===== config.mk =====
export PLATFORM = sky130hd
export DESIGN_NAME = sbspr_parser
export DESIGN_NICKNAME = d
export VERILOG_FILES = /design/src/rtl/core/sbspr_pkg.sv /design/src/rtl/core/sbspr_parser.sv
export SDC_FILE = /design/constraint.sdc
export NUM_CORES = 1
export LEC_CHECK = 0
export BUFFER_PORTS_ARGS = -buffer_cell sky130_fd_sc_hd__clkbuf_2
export CAP_MARGIN = 20
export CORE_UTILIZATION = 45
export CTS_BUF_LIST = sky130_fd_sc_hd__clkbuf_8
export DETAILED_ROUTE_END_ITERATION = 6
export GPL_TIMING_DRIVEN = 1
export PLACE_DENSITY = 0.69
export SYNTH_ARGS = -nofsm -noshare
export SYNTH_HDL_FRONTEND = slang
export SYNTH_SLANG_ARGS = --single-unit

===== constraint.sdc =====
create_clock -name clk -period 4.8 [get_ports clk]
set_input_delay 0.24 -clock clk [delete_from_list [all_inputs] [get_ports clk]]
set_output_delay 0.24 -clock clk [all_outputs]
set_load 0.02 [all_outputs]

===== src/rtl/core/sbspr_pkg.sv =====
`timescale 1ns / 1ps
package sbspr_pkg;

  typedef enum logic [1:0] {
    REQ_ARM    = 2'd0,
    REQ_BYTE   = 2'd1,
    REQ_MIRROR = 2'd2,
    REQ_STATUS = 2'd3
  } req_t;

  typedef enum logic [1:0] {
    RES_GOOD    = 2'd0,
    RES_CORRUPT = 2'd1,
    RES_MIRROR  = 2'd2,
    RES_STATUS  = 2'd3
  } res_t;

  typedef enum logic [2:0] {
    PH_HUNT  = 3'd0,
    PH_HUNT1 = 3'd1,
    PH_ID    = 3'd2,
    PH_LEN   = 3'd3,
    PH_ERR   = 3'd4,
    PH_PARAM = 3'd5,
    PH_SUM   = 3'd6,
    PH_SKIP  = 3'd7
  } phase_t;

  typedef enum logic [2:0] {
    ST_IDLE,
    ST_MREAD,
    ST_COPY_RD,
    ST_COPY_WR,
    ST_OUT
  } ctl_t;

  localparam logic [7:0] SYNC_BYTE = 8'hFF;
  localparam logic [7:0] NO_REPLY_MARK = 8'hFF;

  typedef struct packed {
    res_t       kind;
    logic [7:0] id;
    logic [7:0] value;
    logic       no_reply;
  } result_t;

endpackage


===== src/rtl/core/sbspr_parser.sv =====
`timescale 1ns / 1ps
module sbspr_parser #(
  parameter int MAX_PARAMS = 64,
  parameter int PW = 6
) (
  input  logic                  clk,
  input  logic                  rst,
  input  logic                  take,
  input  logic [7:0]            rx_byte,
  output logic                  done,
  output logic                  good,
  output logic [7:0]            cur_id,
  output logic [7:0]            cur_error,
  output logic [7:0]            n_params,
  output logic                  pb_we,
  output logic [PW-1:0]         pb_waddr,
  output logic [7:0]            pb_wdata
);

  sbspr_pkg::phase_t phase, phase_next;
  logic [7:0] cur_length, running_sum, param_count;
  logic [7:0] sum_next;
  logic [7:0] err_reg;

  assign sum_next = running_sum + rx_byte;
  assign n_params = cur_length - 8'd2;
  assign pb_we    = take && (phase == sbspr_pkg::PH_PARAM);
  assign pb_waddr = param_count[PW-1:0];
  assign pb_wdata = rx_byte;
  assign cur_error = (phase == sbspr_pkg::PH_LEN) ? 8'd0 : err_reg;

  always_comb begin
    phase_next = phase;
    done = 1'b0;
    good = 1'b0;
    case (phase)
      sbspr_pkg::PH_HUNT:
        if (rx_byte == sbspr_pkg::SYNC_BYTE) phase_next = sbspr_pkg::PH_HUNT1;
      sbspr_pkg::PH_HUNT1:
        phase_next = (rx_byte == sbspr_pkg::SYNC_BYTE) ? sbspr_pkg::PH_ID : sbspr_pkg::PH_HUNT;
      sbspr_pkg::PH_ID: phase_next = sbspr_pkg::PH_LEN;
      sbspr_pkg::PH_LEN: begin
        if (rx_byte < 8'd2 || ({1'b0, rx_byte} - 9'd2) > 9'(MAX_PARAMS)) begin
          if (rx_byte == 8'd0) begin
            phase_next = sbspr_pkg::PH_HUNT;
            done = 1'b1;
          end else begin
            phase_next = sbspr_pkg::PH_SKIP;
          end
        end else begin
          phase_next = sbspr_pkg::PH_ERR;
        end
      end
      sbspr_pkg::PH_ERR:
        phase_next = (cur_length == 8'd2) ? sbspr_pkg::PH_SUM : sbspr_pkg::PH_PARAM;
      sbspr_pkg::PH_PARAM:
        if (param_count + 8'd1 >= n_params) phase_next = sbspr_pkg::PH_SUM;
      sbspr_pkg::PH_SUM: begin
        phase_next = sbspr_pkg::PH_HUNT;
        done = 1'b1;
        good = (~running_sum == rx_byte);
      end
      sbspr_pkg::PH_SKIP:
        if (param_count <= 8'd1) begin
          phase_next = sbspr_pkg::PH_HUNT;
          done = 1'b1;
        end
      default: phase_next = sbspr_pkg::PH_HUNT;
    endcase
  end

  always_ff @(posedge clk) begin
    if (rst) begin
      phase <= sbspr_pkg::PH_HUNT;
      cur_id <= '0;
      cur_length <= '0;
      err_reg <= '0;
      running_sum <= '0;
      param_count <= '0;
    end else if (take) begin
      phase <= phase_next;
      case (phase)
        sbspr_pkg::PH_ID: begin
          cur_id <= rx_byte;
          running_sum <= rx_byte;
        end
        sbspr_pkg::PH_LEN: begin
          cur_length <= rx_byte;
          running_sum <= sum_next;
          err_reg <= '0;
          param_count <= (phase_next == sbspr_pkg::PH_SKIP) ? rx_byte : 8'd0;
        end
        sbspr_pkg::PH_ERR: begin
          err_reg <= rx_byte;
          running_sum <= sum_next;
        end
        sbspr_pkg::PH_PARAM: begin
          param_count <= param_count + 8'd1;
          running_sum <= sum_next;
        end
        sbspr_pkg::PH_SKIP:
          if (param_count != 8'd0) param_count <= param_count - 8'd1;
        default: ;
      endcase
    end
  end

endmodule


# ---- After elaboration in Yosys (flattened, before gate mapping)
# Index checks and enable logic that the tools add are counted.
dict set report totals {
  regBits 43
  latchBits 0
  ram_bits 0
  mem_bits_ro 0
  in_bits 11
  output_inout_bits 41
  n_memories 0
}
dict set report classes {
  addsub 5
  multipliers 0
  div 0
  n_lt_le_gt_ge 4
  n_eq_ne 12
  shifts 0
  mux 19
  n_bitwise 1
  reduce_logical 14
}
# op count
set ops {}
lappend ops {{$pmux W8 S2} 2}
lappend ops {{$mux W8} 3}
lappend ops {{$pmux W3 S8} 1}
lappend ops {{$pmux W8 S3} 1}
lappend ops {{$eq A3 B3 Y1 const B} 5}
lappend ops {{$mux W3} 5}
lappend ops {{$gt A9 B7 Y1 const B} 1}
lappend ops {{$sub A8 B2 Y9 const B} 1}
lappend ops {{$add A8 B1 Y8 const B} 1}
lappend ops {{$add A8 B8 Y8} 1}
lappend ops {{$eq A8 B2 Y1 const B} 1}
lappend ops {{$eq A8 B8 Y1} 1}
lappend ops {{$eq A8 B8 Y1 const B} 1}
lappend ops {{$ge A8 B8 Y1} 1}
lappend ops {{$le A8 B1 Y1 const B} 1}
lappend ops {{$logic_not A8 Y1} 1}
lappend ops {{$lt A8 B2 Y1 const B} 1}
lappend ops {{$not A8 Y8} 1}
lappend ops {{$reduce_and A2 Y1} 4}
lappend ops {{$reduce_bool A8 Y1} 1}
lappend ops {{$sub A8 B1 Y8 const B} 1}
lappend ops {{$sub A8 B2 Y8 const B} 1}
lappend ops {{$eq A3 B2 Y1 const B} 2}
lappend ops {{$mux W1} 4}
lappend ops {{11 further kinds} 13}

# ---- Logic depth before layout (Yosys ltp)
dict set report logic_depth {
  ltp_word 8
  ltp_mapped 11
}

# ---- Worst setup path after synthesis
# Ideal clock, no wire load.
dict set report synth_timing {
  kind {register -> register}
  start {register cur_length[1]}
  end {register phase[1]}
  setup_ns 0.091
  arrival_ns 2.169
  required_ns 4.709
  slack_ns 2.540
  path_stages_with_launch 11
  path_buffers 0
  path_cell_list {dfxtp_1 -> inv_1 -> ha_1 -> nor3b_1 -> xnor2_1 -> ha_1 -> nand2_1 -> nor3_1 -> o31ai_1 -> or3_1 -> a311oi_1}
}
dict set report synth_between {
  elab_chain_cells 4
}
# item line_no
set synth_lines {}
lappend synth_lines {{start: declaration} sbspr_parser.sv:21} ;# logic [7:0] cur_length, running_sum, param_count;
lappend synth_lines {{start signal: assignment} sbspr_parser.sv:88} ;# cur_length <= rx_byte;
lappend synth_lines {{$sub A8 B2 Y8} sbspr_parser.sv:26} ;# assign n_params = cur_length - 8'd2;
lappend synth_lines {{via n_params[1]} sbspr_parser.sv:14} ;# output logic [7:0] n_params,
lappend synth_lines {{$ge A8 B8 Y1} sbspr_parser.sv:57} ;# if (param_count + 8'd1 >= n_params) phase_next = sbspr_pkg::PH_SUM;
lappend synth_lines {{$mux W3} sbspr_parser.sv:57}
lappend synth_lines {{$pmux W3 S8} sbspr_parser.sv:36} ;# case (phase)
lappend synth_lines {{end signal: assignment} sbspr_parser.sv:74} ;# phase <= sbspr_pkg::PH_HUNT;
lappend synth_lines {{end signal: assignment} sbspr_parser.sv:81} ;# phase <= phase_next;
lappend synth_lines {{end: declaration} sbspr_parser.sv:20} ;# sbspr_pkg::phase_t phase, phase_next;
# The timed path passes the listed nets, and every way through them passes these cells.
# A chain may end at the register's enable or synchronous reset.

# ---- Worst setup path after layout
dict set report layout_timing {
  start {register param_count[0]}
  end {register phase[1]}
}
dict set report layout_between {
  elab_chain_cells 4
}
# item line_no
set layout_lines {}
lappend layout_lines {{start: declaration} sbspr_parser.sv:21}
lappend layout_lines {{start signal: assignment} sbspr_parser.sv:91} ;# param_count <= (phase_next == sbspr_pkg::PH_SKIP) ? rx_byte : 8'd0;
lappend layout_lines {{start signal: assignment} sbspr_parser.sv:98} ;# param_count <= param_count + 8'd1;
lappend layout_lines {{start signal: assignment} sbspr_parser.sv:102} ;# if (param_count != 8'd0) param_count <= param_count - 8'd1;
lappend layout_lines {{$add A8 B1 Y8} sbspr_parser.sv:57}
lappend layout_lines {{$ge A8 B8 Y1} sbspr_parser.sv:57}
lappend layout_lines {{$mux W3} sbspr_parser.sv:57}
lappend layout_lines {{$pmux W3 S8 (*)} sbspr_parser.sv:36}
# Mark *: on every way between the ends. The rest lies on a longest branch, timed or not.

==> impl_metrics.ini <==
[grt]
met3_usage = 0.03540
track_usage = 0.2286
grt_overflow = 0
use_met1 = 0.3179
grt_max_degree = 47
grt_pass1_wl_um = 13210
grt_pass1_vias = 2697
use_met2 = 0.3695
antenna_found_initial = 0
grt-busiest-layer = met2

[setup_path]
crit_fanout = 9
path_class = reg2reg
end_kind = register
required_ps = 5000
arrival_ps = 2820
startpoint_type = register

[clock_tree]
cts_max_path_buffers = 2
clock_latency_ps = 300
path_clk_slew_ps = 80
cts_root_buffer = clkbuf_8
ctsResizeCount = 0
cts_sinks = 43
cts_htree_levels = 2
postCtsSetupBuffers = 0
hold_buffers = 0
numCtsBuffers = 5
cts_tree = built

[yosys]
synth_cell_types = 56
synth_edf_count = 0
syn_area_um2 = 3080
yosysWarnings = 0
synth.yosys.seq_area_share = 0.2794
syn_inst = 411
syn_nets = 444
async_flop_share = 0
ys_ff_latch = 43
synthFlopType = dfxtp_1
syn_area_per_cell_um2 = 7.495

[finish]
nets = 464
regArea_um2 = 860.8
final-instance-count-excl-fill = 509
final_cell_mix = nand2_1, clkbuf_2, dfxtp_1, a21oi_1, nor2_1
multi_input_area_um2 = 1943
drive_gt1_frac = 0.1574
n_fill_cell = 657
diodes = 0
final_common_cell = nand2_1
syn_to_final_growth_pct = 7.514

[detailed_routing]
drcViolationCount = 6
post_drt_wl_per_cell_um = 15.06
ant_nets = 0
routed_wl_um = 7663
firstDrtPassIters = 7
viasPerCell = 5.721
drt-initial-drc-count = 216
vias = 2912

[sta]
setup_viol = 0
fmax_mhz = 382.5
worst_slack_ps = 2185
fin_crit_ps = 2615
worst_pin_slew_ps = 951.4
tns_ps = 0
max-slew-margin-rel = 0.3658
hold_violations = 0
rsz0062_at_grt = no
skew_ps = 5.746
period_share = 0.5447
maxSlewViolCount = 0

[power_and_ir_drop]
power_uw = 736.0
power_leakage_nw = 1.343
vdd_ir_drop_max_uv = 164.5
power_density_nw_per_um2 = 222.2

[place]
gp_congestion = 0.8686
dpl.hpwl_um = 5296
pre_cts_slack_ps = 2249
dp.cells = 500
port_buffers = 51

[die]
fp-row-count = 29
core_um2 = 6495
start_util = 0.4743
die_x_um = 84.74
die_h_um = 84.74
ioPinCount = 52
die-area_um2 = 7180

[worst_hold_path]
min-delay-path-class = in2reg

[outcome]
outcome = complete, but fails checks
violations = DRC

[job]
drv_cap = 0
==> power by group <==
part	internal (mW)	switching [mW]	total [mW]
Clock	0.0997	0.130	0.230
Combinational	0.0473	0.0817	0.129
Sequential	0.365	0.0122	0.377
==> synthesized netlist by cell type, types with 3 or more instances <==
library cell | count | share of area
nand2_1 | 69 | 0.084
dfxtp_1 | 43 | 0.28
a21oi_1 | 41 | 0.067
nor2_1 | 28 | 0.034
ha_1 | 21 | 0.085
clkbuf_1 | 20 | 0.024
inv_1 | 17 | 0.021
buf_4 | 15 | 0.037
nand3_1 | 15 | 0.024
xnor2_1 | 14 | 0.040
o21ai_0 | 10 | 0.016
and2_1 | 9 | 0.018
xor2_1 | 8 | 0.023
nand2b_1 | 7 | 0.014
a211oi_1 | 6 | 0.015
a311oi_1 | 6 | 0.017
a31oi_1 | 6 | 0.012
nor3_1 | 6 | 0.0097
nor2b_1 | 5 | 0.010
o31ai_1 | 5 | 0.012
nor4_1 | 4 | 0.0081
a211o_1 | 3 | 0.0085
a21o_1 | 3 | 0.0073
a22oi_1 | 3 | 0.0073
and3_1 | 3 | 0.0061
mux2i_1 | 3 | 0.0097
nand4_1 | 3 | 0.0061
o22ai_1 | 3 | 0.0061
==> worst max-delay path, stage by stage, from the launching register on <==
cell,delay [ps]
dfxtp_1,510
ha_1,280
nand3_1,170
nor2_1,180
xor2_1,260
ha_1,170
nand2_1,60
nor3_1,180
o31ai_1,130
or3_1,320
a311oi_1,250
==> per-stage QoR <==
step	instance area [µm²]	hold WS [ps]	util
after floorplan	3080	376.0	-
final	3312	336.3	0.5099
after global placement	3219	443.4	0.4957
after detailed placement	3219	449.9	0.4957
after global routing	3312	356.6	0.5099
after CTS	3304	327.6	0.5088
==> cells by family (layout without fill, tap and decap cells) <==
group,count (synthesis),in the layout,synth area share
adders and majority gates,22,22,0.09179
muxes,3,3,0.009749
buffers and inverters,56,77,0.08976
AOI/OAI and AO/OA,100,100,0.2072
and+or+nand+nor,165,165,0.2595
DFF,43,43,0.2794
xor gates and xnor gates,22,22,0.06255
==> layer usage <==
| metal | wire length, µm | vias up |
|---|---|---|
| li1 | - | 1468 |
| met1 | 3599 | 1336 |
| met2 | 3442 | 99 |
| met3 | 532 | 9 |
| met4 | 88 | 0 |
| met5 | 0 | - |
==> worst paths after layout <==
kind                                      from         to  slack, ps  cells past startpoint
worst min-delay path                rx_byte[6]  cur_id[6]        340                      3
worst max register to register  param_count[0]   phase[1]       2190                     10
worst max-delay path            param_count[0]   phase[1]       2190                     10
worst min register to register       cur_id[0]  cur_id[0]        460                      2
==> cell type report <==
| type | instances | share of cell area |
|---|---|---|
| Clock buffer | 5 | 0.02078 |
| Clock inverter | 3 | 0.004911 |
| Inverter | 17 | 0.01927 |
| Multi-Input combinational cell | 312 | 0.5867 |
| Sequential cell | 43 | 0.2599 |
| Tap cell | 77 | 0.02909 |
| Timing Repair Buffer | 52 | 0.07934 |
Power figures use the tool's default switching activity.
